--- config.mk ---
export PLATFORM = sky130hd
export DESIGN_NAME = imu_angle_frame_parser
export DESIGN_NICKNAME = d
export VERILOG_FILES = /design/src/hw/rtl/iafp_pkg.sv /design/src/hw/rtl/iafp_front.sv /design/src/hw/rtl/iafp_queue.sv /design/src/hw/rtl/iafp_back.sv /design/src/hw/rtl/imu_angle_frame_parser.sv
export SDC_FILE = /design/constraint.sdc
export NUM_CORES = 1
export LEC_CHECK = 0
export BUFFER_PORTS_ARGS = -buffer_cell sky130_fd_sc_hd__buf_2
export CAP_MARGIN = 10
export CORE_AREA = 2 2 284 146
export DETAILED_ROUTE_END_ITERATION = 8
export DIE_AREA = 0 0 286 148
export SYNTH_ARGS = -nofsm -noshare
export SYNTH_HDL_FRONTEND = slang
export SYNTH_SLANG_ARGS = --single-unit
--- constraint.sdc ---
create_clock -name clk -period 11.9 [get_ports clk]
set_input_delay 2.38 -clock clk [delete_from_list [all_inputs] [get_ports clk]]
set_output_delay 2.38 -clock clk [all_outputs]
set_load 0.005 [all_outputs]
--- src/hw/rtl/iafp_pkg.sv ---
// ----------------------------------------------------------------------------
// iafp_pkg
// Shared types and constants of the IMU angle frame parser.
// ----------------------------------------------------------------------------
package iafp_pkg;

	localparam logic [7:0] HDR_BYTE   = 8'h55;
	localparam logic [7:0] TYPE_ANGLE = 8'h53;
	localparam int         STORED_LEN = 7;
	localparam int         IDX_W      = 4;
	localparam int         Q_DEPTH    = 2;
	localparam int         Q_PTR_W    = $clog2(Q_DEPTH);
	localparam int         Q_CNT_W    = $clog2(Q_DEPTH + 1);

	// degrees = floor(raw * 45 / 64)
	localparam logic signed [6:0] SCALE_MUL = 7'sd45;
	localparam int                SCALE_SHR = 6;

	typedef logic [7:0] byte_t;

	// raw angle words of one completed frame
	typedef struct packed {
		logic signed [15:0] roll_raw;
		logic signed [15:0] pitch_raw;
		logic signed [15:0] yaw_raw;
	} frame_t;

	// queue handshake between front and back
	typedef struct packed {
		logic push;
		logic pop;
	} q_ctrl_t;

	typedef struct packed {
		logic full;
		logic empty;
	} q_stat_t;

endpackage

--- src/hw/rtl/iafp_front.sv ---
// ----------------------------------------------------------------------------
// iafp_front
// Byte parser: hunts for the header, stores type and angle bytes, and pushes
// the raw angle words of each completed frame into the queue.
// ----------------------------------------------------------------------------
module iafp_front #(
	parameter int FRAME_LEN = 10
) (
	input  logic            clk,
	input  logic            arst_n,
	input  logic            push,
	input  logic [7:0]      rx_byte,
	input  iafp_pkg::q_stat_t q_stat,
	output logic            full,
	output logic            q_push,
	output iafp_pkg::frame_t  q_data
);
	import iafp_pkg::*;

	localparam logic ST_HUNT  = 1'b0;
	localparam logic ST_FRAME = 1'b1;
	localparam logic [IDX_W-1:0] LAST_IDX = IDX_W'(FRAME_LEN - 1);

	logic             state_q;
	logic [IDX_W-1:0] byte_index_q;
	byte_t            bytes_q [STORED_LEN];
	byte_t            bytes_n [STORED_LEN];
	logic             accept;
	logic             type_bad;
	logic             done;

	assign full   = q_stat.full;
	assign accept = push && !full;

	// stored bytes with the current beat merged in
	always_comb begin
		for (int k = 0; k < STORED_LEN; k++) begin
			bytes_n[k] = (byte_index_q == IDX_W'(k)) ? rx_byte : bytes_q[k];
		end
	end

	assign type_bad = (byte_index_q == '0) && (rx_byte != TYPE_ANGLE);
	assign done     = accept && (state_q == ST_FRAME) && !type_bad
	                  && (byte_index_q == LAST_IDX);

	assign q_push          = done;
	assign q_data.roll_raw  = {bytes_n[2], bytes_n[1]};
	assign q_data.pitch_raw = {bytes_n[4], bytes_n[3]};
	assign q_data.yaw_raw   = {bytes_n[6], bytes_n[5]};

	always_ff @(posedge clk or negedge arst_n) begin
		if (!arst_n) begin
			state_q      <= ST_HUNT;
			byte_index_q <= '0;
		end else if (accept) begin
			unique case (state_q)
				ST_HUNT: begin
					if (rx_byte == HDR_BYTE) state_q <= ST_FRAME;
				end
				ST_FRAME: begin
					if (type_bad) begin
						// wrong type: a header byte restarts the frame
						if (rx_byte != HDR_BYTE) state_q <= ST_HUNT;
						byte_index_q <= '0;
					end else if (byte_index_q == LAST_IDX) begin
						state_q      <= ST_HUNT;
						byte_index_q <= '0;
					end else begin
						byte_index_q <= byte_index_q + 1'b1;
					end
				end
				default: state_q <= ST_HUNT;
			endcase
		end
	end

	always_ff @(posedge clk) begin
		if (accept && state_q == ST_FRAME) begin
			for (int k = 0; k < STORED_LEN; k++) begin
				bytes_q[k] <= bytes_n[k];
			end
		end
	end

	a_idx_range: assert property (@(posedge clk) disable iff (!arst_n)
		byte_index_q <= LAST_IDX)
		else $error("byte index past frame end");
	a_hunt_idx: assert property (@(posedge clk) disable iff (!arst_n)
		state_q == ST_HUNT |-> byte_index_q == '0)
		else $error("index not cleared while hunting");

endmodule

--- src/hw/rtl/iafp_queue.sv ---
// ----------------------------------------------------------------------------
// iafp_queue
// Two-entry queue of raw frames between the parser and the scaler.
// ----------------------------------------------------------------------------
module iafp_queue (
	input  logic              clk,
	input  logic              arst_n,
	input  iafp_pkg::q_ctrl_t q_ctrl,
	input  iafp_pkg::frame_t  wr_data,
	output iafp_pkg::q_stat_t q_stat,
	output iafp_pkg::frame_t  rd_data
);
	import iafp_pkg::*;

	frame_t               mem_q [Q_DEPTH];
	logic [Q_PTR_W-1:0]   wr_ptr_q;
	logic [Q_PTR_W-1:0]   rd_ptr_q;
	logic [Q_CNT_W-1:0]   count_q;
	logic                 do_push;
	logic                 do_pop;

	assign q_stat.full  = (count_q == Q_CNT_W'(Q_DEPTH));
	assign q_stat.empty = (count_q == '0);
	assign do_push      = q_ctrl.push && !q_stat.full;
	assign do_pop       = q_ctrl.pop && !q_stat.empty;
	assign rd_data      = mem_q[rd_ptr_q];

	always_ff @(posedge clk or negedge arst_n) begin
		if (!arst_n) begin
			wr_ptr_q <= '0;
			rd_ptr_q <= '0;
			count_q  <= '0;
		end else begin
			if (do_push) wr_ptr_q <= wr_ptr_q + 1'b1;
			if (do_pop)  rd_ptr_q <= rd_ptr_q + 1'b1;
			if (do_push && !do_pop)      count_q <= count_q + 1'b1;
			else if (do_pop && !do_push) count_q <= count_q - 1'b1;
		end
	end

	always_ff @(posedge clk) begin
		if (do_push) mem_q[wr_ptr_q] <= wr_data;
	end

	a_count: assert property (@(posedge clk) disable iff (!arst_n)
		count_q <= Q_CNT_W'(Q_DEPTH))
		else $error("queue count overflow");
	a_no_drop: assert property (@(posedge clk) disable iff (!arst_n)
		q_ctrl.push |-> !q_stat.full)
		else $error("frame pushed into full queue");

endmodule

--- src/hw/rtl/iafp_back.sv ---
// ----------------------------------------------------------------------------
// iafp_back
// Scales raw angle words to degrees and holds the result for the receiver.
// ----------------------------------------------------------------------------
module iafp_back (
	input  logic                clk,
	input  logic                arst_n,
	input  iafp_pkg::q_stat_t   q_stat,
	input  iafp_pkg::frame_t    rd_data,
	input  logic                pop,
	output logic                q_pop,
	output logic                empty,
	output logic signed [15:0]  roll_deg,
	output logic signed [15:0]  pitch_deg,
	output logic signed [15:0]  yaw_deg
);
	import iafp_pkg::*;

	logic valid_q;
	logic load;

	function automatic logic signed [15:0] to_deg(input logic signed [15:0] raw);
		logic signed [22:0] prod;
		prod = raw * SCALE_MUL;
		// arithmetic shift gives floor rounding
		return prod[SCALE_SHR +: 16];
	endfunction

	assign empty = !valid_q;
	assign load  = !q_stat.empty && (!valid_q || pop);
	assign q_pop = load;

	always_ff @(posedge clk or negedge arst_n) begin
		if (!arst_n) begin
			valid_q <= 1'b0;
		end else if (load) begin
			valid_q <= 1'b1;
		end else if (pop) begin
			valid_q <= 1'b0;
		end
	end

	always_ff @(posedge clk) begin
		if (load) begin
			roll_deg  <= to_deg(rd_data.roll_raw);
			pitch_deg <= to_deg(rd_data.pitch_raw);
			yaw_deg   <= to_deg(rd_data.yaw_raw);
		end
	end

	a_hold: assert property (@(posedge clk) disable iff (!arst_n)
		valid_q && !pop |=> valid_q && $stable(roll_deg) && $stable(yaw_deg))
		else $error("result changed before it was taken");

endmodule

--- src/hw/rtl/imu_angle_frame_parser.sv ---
// ----------------------------------------------------------------------------
// imu_angle_frame_parser
// Serial angle-packet parser: bytes in, roll/pitch/yaw in degrees out.
// ----------------------------------------------------------------------------
// Usage:
//   Input channel: one received serial byte per beat on rx_byte, taken on
//   a clock edge with push high and full low. A 0x55 byte opens a frame; the
//   type byte must be 0x53, then six angle bytes (little-endian pairs) and
//   trailing bytes up to FRAME_LEN are counted. No checksum is checked.
//   Result channel: queue style. While empty is low the oldest result sits
//   on roll_deg / pitch_deg / yaw_deg (signed, 7 fraction bits,
//   floor(raw*45/64)); pop high with empty low takes it.
//   Throughput: one byte per cycle while full is low, set by the single-cycle parser.
//   Path: once the last frame byte is taken, the frame is written into the
//   queue, then scaled by the multiply into the output register.
//   Stall: results collect in a two-entry queue plus the output register;
//   full rises only when both queue entries are held, i.e. after the
//   receiver stalls over several frames, and rx bytes then wait.
//   Reset (arst_n low): parser hunts for a header, queue and output empty.
// ----------------------------------------------------------------------------
module imu_angle_frame_parser #(
	parameter int FRAME_LEN = 10
) (
	input  logic               clk,
	input  logic               arst_n,
	input  logic               push,
	output logic               full,
	input  logic [7:0]         rx_byte,
	output logic               empty,
	input  logic               pop,
	output logic signed [15:0] roll_deg,
	output logic signed [15:0] pitch_deg,
	output logic signed [15:0] yaw_deg
);
	import iafp_pkg::*;

	q_ctrl_t q_ctrl;
	q_stat_t q_stat;
	frame_t  wr_frame;
	frame_t  rd_frame;
	logic    q_push;
	logic    q_pop;

	assign q_ctrl.push = q_push;
	assign q_ctrl.pop  = q_pop;

	// front: header hunt, byte store, frame completion
	iafp_front #(
		.FRAME_LEN (FRAME_LEN)
	) u_front (
		.clk     (clk),
		.arst_n  (arst_n),
		.push    (push),
		.rx_byte (rx_byte),
		.q_stat  (q_stat),
		.full    (full),
		.q_push  (q_push),
		.q_data  (wr_frame)
	);

	// decoupling queue of raw frames
	iafp_queue u_queue (
		.clk     (clk),
		.arst_n  (arst_n),
		.q_ctrl  (q_ctrl),
		.wr_data (wr_frame),
		.q_stat  (q_stat),
		.rd_data (rd_frame)
	);

	// back: degree scaling and output register
	iafp_back u_back (
		.clk       (clk),
		.arst_n    (arst_n),
		.q_stat    (q_stat),
		.rd_data   (rd_frame),
		.pop       (pop),
		.q_pop     (q_pop),
		.empty     (empty),
		.roll_deg  (roll_deg),
		.pitch_deg (pitch_deg),
		.yaw_deg   (yaw_deg)
	);

endmodule

==> run summary, run 1 <==
Clock skew on the completed layout was measured at 27.9 ps. The synthesized design devotes to its leading area cell type 41.9% of total area. By count the netlist is led by 204 x inv_1, 192 x edfxtp_1, 157 x ha_1. Clock tree synthesis inserted a total of 21 buffers. The first global-routing pass estimated 43000 um of wire. Yosys instantiated no cell more often than inv_1. Setup repair after global routing left no endpoint under its margin.

For this run, the detailed router's first-pass iteration total came to 8. After synthesis the cells add up to 13800 um^2. The number of hold buffers added after CTS was 0. The signal on the critical path passes through buf_4 > mux2i_1 > inv_1 > ha_1 > inv_1 > ha_1 > fa_1 > inv_1 > fa_1 > inv_1 > ha_1 > a21oi_1 > nor2b_1 > or4_1 > mux2_2 > o311ai_1. The clock passes through at most 3 buffers. The kind of critical path is flop to flop.

Data on the critical path is required at its endpoint by 12230 ps. STA classifies the critical path startpoint as a flop. The class of the most critical hold timing path was flop to flop.

For the post-CTS setup repair buffer count, the log shows 0. The placeable core region is 39800 um^2, and the count of synthesis-stage warnings from yosys is 0. The tools report the final cell count without fillers as 1717. Once the clock tree was built, the resizer swapped 0 gates to a different size. The tools report the effective utilization at floorplan as 34.6%. The first routing iteration left 450 violations. The arrival time at the worst endpoint was 6210 ps. After detailed routing, the average wire length per cell comes to 15.2 um.

At the pin with the least slew margin, the transition time is 939 ps. Clock latency on the worst-skew pair, taken at its later pin, is 530 ps. The tools report the largest net degree at the start of global routing as 54. The slowest library cell on the worst path is mux2i_1.

Setup violations remaining at the end of the flow were counted as 0. The die outline width was 286 um; the static leakage power was 5.83 nW. The portion of the post-synthesis area used by sequential elements is 43.7%, and the placed wire-length estimate is 19600 um. 62 I/O pins were placed. Of all nets on the critical path, the largest fanout is 53.

For this run, the total global-route usage over all layers was measured as 12.8%. The largest single stage delay on the critical path is 750 ps. After layout, the minimum clock period comes to 5890 ps.

The run gives 170 MHz as the achievable clock frequency. Measured against its own limit, the worst slew margin works out to 37.0%. The worst setup path is captured at a flop. For this block, the via count after detailed routing is 7910. The tools report the end of the worst register-to-register path as u_back.roll_deg[14].

The run gives 0 as the final number of max-transition violations. By area the synthesized netlist is led by edfxtp_1 42%, ha_1 14%, fa_1 11%, mux2_2 7.8%, inv_1 5.6%. The synthesized design contains 202 register bits. The routed wire length is 26000 um, and the average vias per placed instance is 4.61. The most used flip-flop cell after synthesis is edfxtp_1.

The tools report the via count of the first global-routing pass as 7928. Overall power consumption after layout is estimated at 1.44 mW. Once detail routing completed, the nets flagged for antenna violations numbered 0.

The run gives 1332 as the number of nets produced by synthesis. Fraction of layout instances using a drive strength above 1: 19.0%. The floorplan has 52 rows. The placed cell count came out at 1678. The synthesized design spends more area on one cell type than any other, namely edfxtp_1. The number of hold-slack violations in the final timing report is 0. The library cell used as clock root buffer is clkbuf_16. For this run, the share of the core covered by cells in the final layout is 38.7%. The initial antenna violation count is 0. At the end of routability-driven placement, the weighted congestion stood at 0.849.

After detailed routing, the number of remaining DRC violations is 0. The setup check on the worst reg-to-reg path leaves a slack of 6010 ps. After routing, the total negative slack on setup checks comes to 0 ps. The area growth from synthesis to layout is 11.9%.

The average instance in the mapped netlist occupies 12.7 um^2. The top cell family by delay on the critical path is adder cells. TritonCTS built the clock tree.

Input and output buffers added on the ports amount to 61. Along the worst hold path, the cell count comes to 2. The number of cells on the worst reg-to-reg path is 16.

The sum of buffers and inverters on the critical path works out to 5. IR analysis of the VDD net gives a maximum drop of 0.0910 mV. The die is 148 um tall. For this run the aggregate overflow at the end of global routing stands at 0. After the last flow step, the layout net total stands at 1407. The startpoint identified for the worst register-to-register timing path is u_queue.rd_ptr_q. Synthesis instantiated 70 different standard cells from the library. In this design, the critical path's most frequently occurring cell is inv_1. Yosys mapped a number of flops with a built-in enable equal to 192.

The clock slew at the register clock pins of the worst setup and hold paths came out at 70 ps. The flow ran to the end, and the final reports show no timing, DRC or antenna violations. The path with the worst hold slack has its endpoint at u_back.valid_q.

The level count of the clock H-tree is 1. The startpoint identified for the worst hold timing path is u_back.valid_q. The floorplan step defined a die boundary enclosing 42300 um^2.

The portion of the clock cycle consumed by the worst path in the final layout is 49.5%, and the number of clock sinks is 202. The power per cell area was 93.4 nW/um^2; the number of instances in the synthesized netlist was 1086. Max-cap violations in this run came to 0. After synthesis, the share of flip-flops with an asynchronous set or reset is 4.95%.
[state kept, by name (all words and copies together), names as in the netlist]
register,cells
u_back.pitch_deg,16
u_back.roll_deg,16
u_back.valid_q,1
u_back.yaw_deg,16
u_front.byte_index_q,4
u_front.bytes_q,48
u_front.state_q,1
u_queue.count_q,2
u_queue.mem_q,96
u_queue.rd_ptr_q,1
u_queue.wr_ptr_q,1
[metrics by stage]
step	setup WS, ps	hold WS, ps	area [um^2]
after detailed placement	6010	492	14700
final	6010	503	15400
after global placement	6140	489	14700
after floorplan	5920	455	13800
after CTS	5980	512	15400
after global routing	5510	547	15400
[worst register-to-register path, delay by kind of cell (launching register included)]
kind                     cells  cell delay [ps]
flip-flops                   1              680
AND/OR/NAND/NOR              2              530
AO/OA/AOI/OAI                2              250
buffers and inverters        5             1000
adder cells (fa/ha/maj)      5             2140
multiplexers                 2             1100
[logic make-up (layout without fill, tap and decap cells)]
group / after synthesis / after routing / synth area share [%]
AOI/OAI and AO/OA: 124 / 124 / 6.17
xor gates and xnor gates: 55 / 55 / 3.50
adders and majority gates: 234 / 234 / 25.5
buffers and inverters: 219 / 309 / 6.09
DFF: 202 / 202 / 43.7
muxes: 122 / 122 / 9.73
other: 0 / 1 / 0
and+or+nand+nor: 130 / 130 / 5.34
[area by class of cell]
| class | count | area [um^2] |
|---|---|---|
| tap | 540 | 676 |
| sequential | 202 | 6020 |
| antenna | 1 | 2.50 |
| multi-input combinational | 665 | 6920 |
| inverter | 204 | 766 |
| clock inverter | 10 | 119 |
| clock buffer | 28 | 552 |
| timing repair buffer | 67 | 350 |
| fill | 3820 | 24400 |
[where the power goes]
| group | switching, mW | internal [mW] |
|---|---|---|
| clock network | 0.290 | 0.374 |
| logic | 0.00659 | 0.00198 |
| registers | 0.0000199 | 0.766 |
| total | 0.297 | 1.14 |
[routing by layer]
metal | track usage, % | part of all wire [%]
met4 | 2.28 | 1.4
met2 | 16.6 | 37
met1 | 21.3 | 57
met3 | 2.62 | 4.8
met5 | 0 | 0
[layout by cell type (no fill, tap or decap), types with 4 or more instances in the layout]
cell type,count
a21oi_1,37
nor2b_1,8
edfxtp_1,192
fa_1,77
nor2_1,31
a21o_1,11
nand2_1,31
o21ai_0,22
mux2i_1,27
ha_1,157
or2_2,4
a211oi_1,5
clkbuf_16,21
and4_1,4
clkbuf_1,7
xor2_1,23
o21a_1,7
nand4_1,5
buf_2,61
nand3_1,9
dfrtp_1,9
nand2b_1,8
xnor2_1,32
nor3_2,4
mux2_2,95
buf_4,6
nor3_1,7
inv_1,202
[worst max path at each step]
stage	startpoint	endpoint	slack (ps)	cells past startpoint
floorplan	rx_byte[3]	u_queue.mem_q[0][0]	5920	6
global placement	u_queue.rd_ptr_q	u_back.roll_deg[14]	6140	16
detailed placement	u_queue.rd_ptr_q	u_back.roll_deg[14]	6010	16
CTS	u_queue.rd_ptr_q	u_back.roll_deg[14]	5980	16
global route	u_queue.rd_ptr_q	u_back.roll_deg[14]	5510	16
finish	u_queue.rd_ptr_q	u_back.roll_deg[14]	6010	16
Power figures use the tool's default switching activity.
==> run 2, diff against run 1 <==
Clock period 11.9 ns to 5.04 ns, I/O delays scaled along.
==> run 2 against run 1 <==
  * Flip-flop and latch count unchanged
  * Clock-buffer cell count decreased by 6
  * Clock power increased by 140%
  * Worst setup slack got worse by 5800 ps
==> run summary, run 2 (synthesis results as in run 1) <==
In this run the worst path has a maximum fanout of 6. The total of max-cap violations is 0. Dividing the detail-routed wire length by the instance count gives 15.1 um. Pre-CTS worst setup slack: 89.0 ps. In the final layout, the registers with the most flip-flops are u_queue.mem_q (96), u_front.bytes_q (48). The level count of the clock H-tree came out at 1. The class of the most critical hold timing path was primary input to async pin.

The largest buffer count on any clock path was 3; the portion of the clock cycle consumed by the worst path in the final layout was 96.2%. The run gives 0 as the number of hold-slack violations in the final timing report. Effective utilization at floorplan: 34.6%. The achievable clock frequency was 206 MHz. The die covers 42300 um^2.

The floorplan step defined a core boundary enclosing 39800 um^2. The initial antenna violation count was 1; the slew at the pin closest to its max-slew limit was 1050 ps. The floorplan step set the die height to 148 um. The minimum setup slack in the final design was 193 ps.

Across the routed clock network, the largest skew measured is 11.1 ps. Clock tree synthesis selected as its root buffer the cell clkbuf_16. The count of standard-cell rows was 52. The final route contains 8002 vias. STA classifies the critical path endpoint as a flop. At the worst endpoint, the arrival time is 5110 ps.

The run gives 29.4% as the relative slew slack. Setup repair after global routing left no endpoint under its margin. Routability-driven placement finished with a final weighted congestion of 0.826.

The most critical setup path has its startpoint at u_queue.rd_ptr_q. For this run, design rule violations remaining after detail routing come to 0. The die outline width is 286 um, and the signed area change from the synthesized netlist to the final layout is 15.3%.

The most common library cell in the layout ignoring fill and taps is inv_1. TritonCTS built the clock tree. The beginning of the worst register-to-register path was u_queue.rd_ptr_q. The flow ran to the end, and the final reports show no timing, DRC or antenna violations.

The first-pass GRT wire length was 43200 um. Pin placement for this block handled 62 I/O pins. The starting DRC count in detailed routing was 409; the number of search-and-repair iterations in the first detailed-routing pass was 5.

Summed over all layers, the routed wires come to 26600 um. The run gives 12.9% as the total global routing track utilization. Entering global routing, the biggest net connects 33 pins. The number of nets with antenna violations after routing came out at 0. After detailed routing, the number of vias per cell comes to 4.54.

Setup violations remaining at the end of the flow were counted as 0. The completed layout was analyzed and its total power is 3.43 mW. Detailed placement finished with a half-perimeter wire length of 20500 um. The via count of the first global-routing pass was 7952. Kind of critical path: flop to flop. Post-layout minimum cycle time: 4850 ps. Counting flops per register, the top entry is u_queue.mem_q. Leaving out fill and tap cells, the most frequent cells in the layout are 202 x inv_1, 192 x edfxtp_1, 156 x ha_1.

Across the VDD grid, the largest voltage drop is 0.193 mV. For the total CTS buffers, the log shows 21. The number of cells on the worst reg-to-reg path is 17. The register with the most flip-flops in the layout has 96 of them. The clock slew at the register clock pins of the worst setup and hold paths is 60 ps, and the count of buffers inserted at the top-level ports is 61. The total overflow left after global routing is 0. For this run, the post-layout net count is 1451.

The tree built by TritonCTS fans out to 202 sinks. The run gives 0 as the final number of max-transition violations. The post-route netlist has 23.4% of its cells at a drive strength greater than 1.

The tools report the startpoint class of the critical path as a flop. The setup TNS came out at 0 ps. In this run the static leakage power is 6.10 nW.

Clock latency on the worst-skew pair, taken at its later pin, is 520 ps. The required time reported for the critical path endpoint was 5310 ps; the power per cell area was 216 nW/um^2.
## run 2: cell types whose count changed in the layout (fill, tap and decap cells not counted), moves of 2 or more
| cell | delta |
|---|---|
| buf_12 | +5 |
| buf_4 | +38 |
| clkbuf_1 | -7 |
| clkinv_2 | +3 |
| inv_8 | +2 |
| mux2i_1 | -7 |
| mux2i_2 | +7 |
## run 2: final cells by class
cell class	count	area, um^2
fill	3808	23900
multi-input combinational	665	6970
sequential	202	6020
inverter	204	766
timing repair buffer	111	743
tap	540	676
clock buffer	22	539
clock inverter	16	161
antenna	1	2.50
## run 2: final timing paths
path	slack, ps	endpoint
setup reg to reg	190	u_back.pitch_deg[15]
setup / recovery	190	u_back.pitch_deg[15]
max in group asynchronous	4450	u_queue.rd_ptr_q
min in group clk	520	u_queue.count_q[1]
hold / removal	350	u_queue.count_q[1]
hold reg to reg	520	u_queue.count_q[1]
## run 2: per-stage QoR
stage,hold WS (ps),utilization (%),std cells,area [um^2]
2_1_floorplan,455,-,1086,13800
3_3_place_gp,491,37.7,1710,15000
3_5_place_dp,500,37.7,1710,15000
4_1_cts,342,39.5,1748,15700
5_1_grt,356,39.9,1760,15900
6_report,353,39.9,1761,15900
## run 2: report_power, final
part           total [mW]  switching [mW]  internal (mW)
sequential           1.81       0.0000458           1.81
clock                1.60           0.698          0.900
combinational      0.0203          0.0157        0.00468
total                3.43           0.714           2.71
## run 2: per-layer routing
layer / GRT usage, % / routed length [um] / up-vias
met1: 21.7 / 15200 / 3867
met2: 16.8 / 9930 / 101
met3: 2.48 / 1180 / 17
met5: 0 / 0 / -
li1: - / - / 4017
met4: 1.70 / 237 / 0
## run 2: repair_timing
item                                    in CTS  in global routing
resized for setup                            0                 12
buffers inserted                             0                 12
endpoints found under the hold margin        0                  0
endpoints found under the setup margin       0                 13
hold buffers                                 0                  0
## run 2: critical path, cell delays in order, from the launching register on
cell and delay (ps):
dfrtp_4 490, buf_12 150, buf_4 130, mux2_2 320, ha_1 290, ha_1 320, fa_1 530, inv_1 50
fa_1 500, inv_1 40, ha_1 340, and4_1 190, a211o_1 290, o21ai_4 260, a21oi_2 100, o31a_1 360
a21oi_2 160, xnor2_1 70
==> run 3, diff against run 2 <==
Settings changed: TNS_END_PERCENT set to 10.
Clock period 5.04 ns to 4.1 ns, I/O delays scaled along.
==> run 3 against run 2 <==
  * The run now ends with negative setup slack left
  * Wire length is 11% higher
  * Sequential share of layout area is 4.8 points lower
  * Worst setup slack worse by 600 ps
  * Flip-flop and latch count is the same
  * Via count rose by 8.8%
  * Design area grew 14%
  * Fmax is 7.5% higher
  * Clock skew up 4.3 ps
  * Largest cell class unchanged
  * Register-to-register slack worse by 600 ps
==> run summary, run 3 (synthesis results as in run 1) <==
For the minimum setup slack in the final design, the log shows -410 ps. The number of top-level pins is 62, and the placeable core region is 39800 um^2. The fraction of layout instances using a drive strength above 1 was 40.9%; the signed area change from the synthesized netlist to the final layout was 32.0%. In the layout the commonest cells are 192 x edfxtp_1, 182 x inv_1, 178 x buf_4. At the pin with the least slew margin, the transition time is 994 ps.

The setup skew after layout was 15.4 ps. Setup violations remaining at the end of the flow were counted as 34. The critical path is of the flop to flop type.

Arrival time at the worst endpoint: 4780 ps. The routed layout has 8710 vias. The path class of the tightest hold or removal check is primary input to async pin. TritonCTS built the clock tree.

The run gives 421 as the starting DRC count in detailed routing. At the worst endpoint, the required time is 4370 ps. The slowest library cell on the worst path was dfrtp_4. The run gives 1 as the level count of the clock H-tree.

The tools report the total of max-cap violations as 0. The beginning of the worst register-to-register path was u_queue.rd_ptr_q. The via count of the first global-routing pass is 8762. Buffers inserted during clock tree synthesis total 21.

Hold is met by 171 ps. Count of standard-cell rows: 52. Once detail routing completed, the nets flagged for antenna violations numbered 0. The flow ran to the end, but the final reports show violations.

The library cell used most frequently in the layout, excluding fill and tap cells, is edfxtp_1. The startpoint class of the critical path is a flop. The final number of max-transition violations is 0, and the sum of overflow across all layers after global routing is 0.

The height of the chip works out to 148 um. In this run the tightest slew margin relative to its limit is 33.3%. The end of the worst register-to-register path was u_back.pitch_deg[15]. For this design the static power due to leakage is 6.98 nW. The post-layout minimum cycle time works out to 4510 ps. The average vias per placed instance is 4.57, and the total global routing track utilization is 13.9%. The number of hold-slack violations in the final timing report is 0, and the post-layout net count is 1596. Summed over all layers, the routed wires come to 29600 um.

From left edge to right edge, the die measures 286 um. The power per cell area was 234 nW/um^2. STA classifies the critical path endpoint as a flop. The signal on the critical path passes through buf_8 > clkbuf_16 > buf_6 > mux2_4 > ha_4 > ha_4 > fa_1 > inv_1 > fa_1 > inv_2 > ha_4 > and4_1 > a211o_1 > o21ai_4 > a21oi_2 > o31a_1 > a21oi_2 > xnor2_1. Entering global routing, the biggest net connects 49 pins. The final critical path takes up 110% of the cycle. For this run, the slowest stage of the critical path takes 510 ps. The run gives 3 as the largest buffer count on any clock path.

For this run, the detailed router's first-pass iteration total came to 4. Setup repair after global routing could not meet its margin everywhere. Static timing analysis puts the maximum clock frequency at 222 MHz. Library cell used as clock root buffer: clkbuf_16. The area of the die is 42300 um^2, and the count of buffers inserted at the top-level ports is 61. The worst IR drop on VDD was 0.279 mV; the highest fanout seen on the critical path was 7. The tools report the clock latency of the later-clocked register in the worst-skew pair as 530 ps.

For the number of design rule violations left after detail routing, the log shows 0. The cell repeated most along the worst path was ha_4. The final-layout fill cell count came out at 3565. The first global-routing pass estimated 47100 um of wire.

The final reports fail on negative setup slack. After clock tree synthesis, the clock-pin slew on the worst setup and hold paths is 70 ps. The total power consumption of the routed design is 4.26 mW. The largest registers in the layout are u_queue.mem_q (96), u_front.bytes_q (48). The logs give 1 for the initial antenna violation count and 45.6% for the end-of-flow core utilization. The worst register-to-register path has a setup slack of -410 ps.

The initial utilization of the core area, before any placement, comes to 34.6%. Detailed placement finished with a half-perimeter wire length of 22300 um. The congestion estimate from routability-driven global placement came to 0.792.

The register with the most flip-flops in the layout has 96 of them. Clock tree synthesis found a total of 202 sinks. Dividing the detail-routed wire length by the instance count gives 15.5 um.

Counting flops per register, the top entry is u_queue.mem_q. For the worst flop-to-flop path, the logic depth is 18.
-- run 3: repair_timing --
action,in CTS,in global routing
hold buffers,0,0
cloned,0,2
buffers inserted,1,10
endpoints found under the setup margin,36,39
pin swaps,8,27
resized for setup,29,62
-- run 3: cell type report --
type	count	area [um^2]	share of cell area, %
sequential	202	6020	33.1
multi-input combinational	665	8090	44.5
inverter	204	768	4.23
clock buffer	24	537	2.95
tap	540	676	3.72
clock inverter	14	161	0.888
timing repair buffer	256	1920	10.6
antenna	1	2.50	0.0138
-- run 3: critical path: cells and delay by family (launching register included) --
kind / cells / cell delay [ps]
adder cells (fa/ha/maj): 5 / 1650
AO/OA/AOI/OAI: 5 / 1030
buffers and inverters: 5 / 540
flip-flops: 1 / 510
multiplexers: 1 / 310
AND/OR/NAND/NOR: 1 / 150
XOR/XNOR: 1 / 80
-- run 3: how the worst max path moves through the flow --
stage | from | endpoint | slack (ps) | cells past startpoint
global placement | u_queue.rd_ptr_q | u_back.yaw_deg[14] | -410 | 15
floorplan | u_queue.rd_ptr_q | u_back.roll_deg[14] | -340 | 19
global route | u_queue.rd_ptr_q | u_back.roll_deg[13] | -560 | 18
detailed placement | u_queue.rd_ptr_q | u_back.yaw_deg[14] | -460 | 15
finish | u_queue.rd_ptr_q | u_back.pitch_deg[15] | -410 | 18
CTS | u_queue.rd_ptr_q | u_back.pitch_deg[14] | -410 | 18
-- run 3: layer usage --
layer | part of all wire [%] | GRT usage, % | wire, um
met1 | 57 | 23.0 | 16700
met4 | 1.2 | 1.99 | 347
met2 | 39 | 18.5 | 11500
met3 | 3.5 | 2.56 | 1050
met5 | 0 | 0 | 0
-- run 3: metrics by stage --
stage / std cells / TNS [ps] / setup slack (ps) / cell area [um^2]
after floorplan: 1086 / -21880 / -341 / 14600
after CTS: 1893 / -9070 / -411 / 17700
after global placement: 1854 / -8380 / -406 / 16900
after detailed placement: 1854 / -10280 / -456 / 16900
after global routing: 1905 / -13820 / -557 / 18200
final: 1906 / -8660 / -410 / 18200
-- run 3: where the power goes --
part,internal (mW),switching [mW],total [mW]
Clock,1.14,0.863,2.01
Combinational,0.00576,0.0205,0.0263
Sequential,2.22,0.0000621,2.22
Total,3.37,0.883,4.26
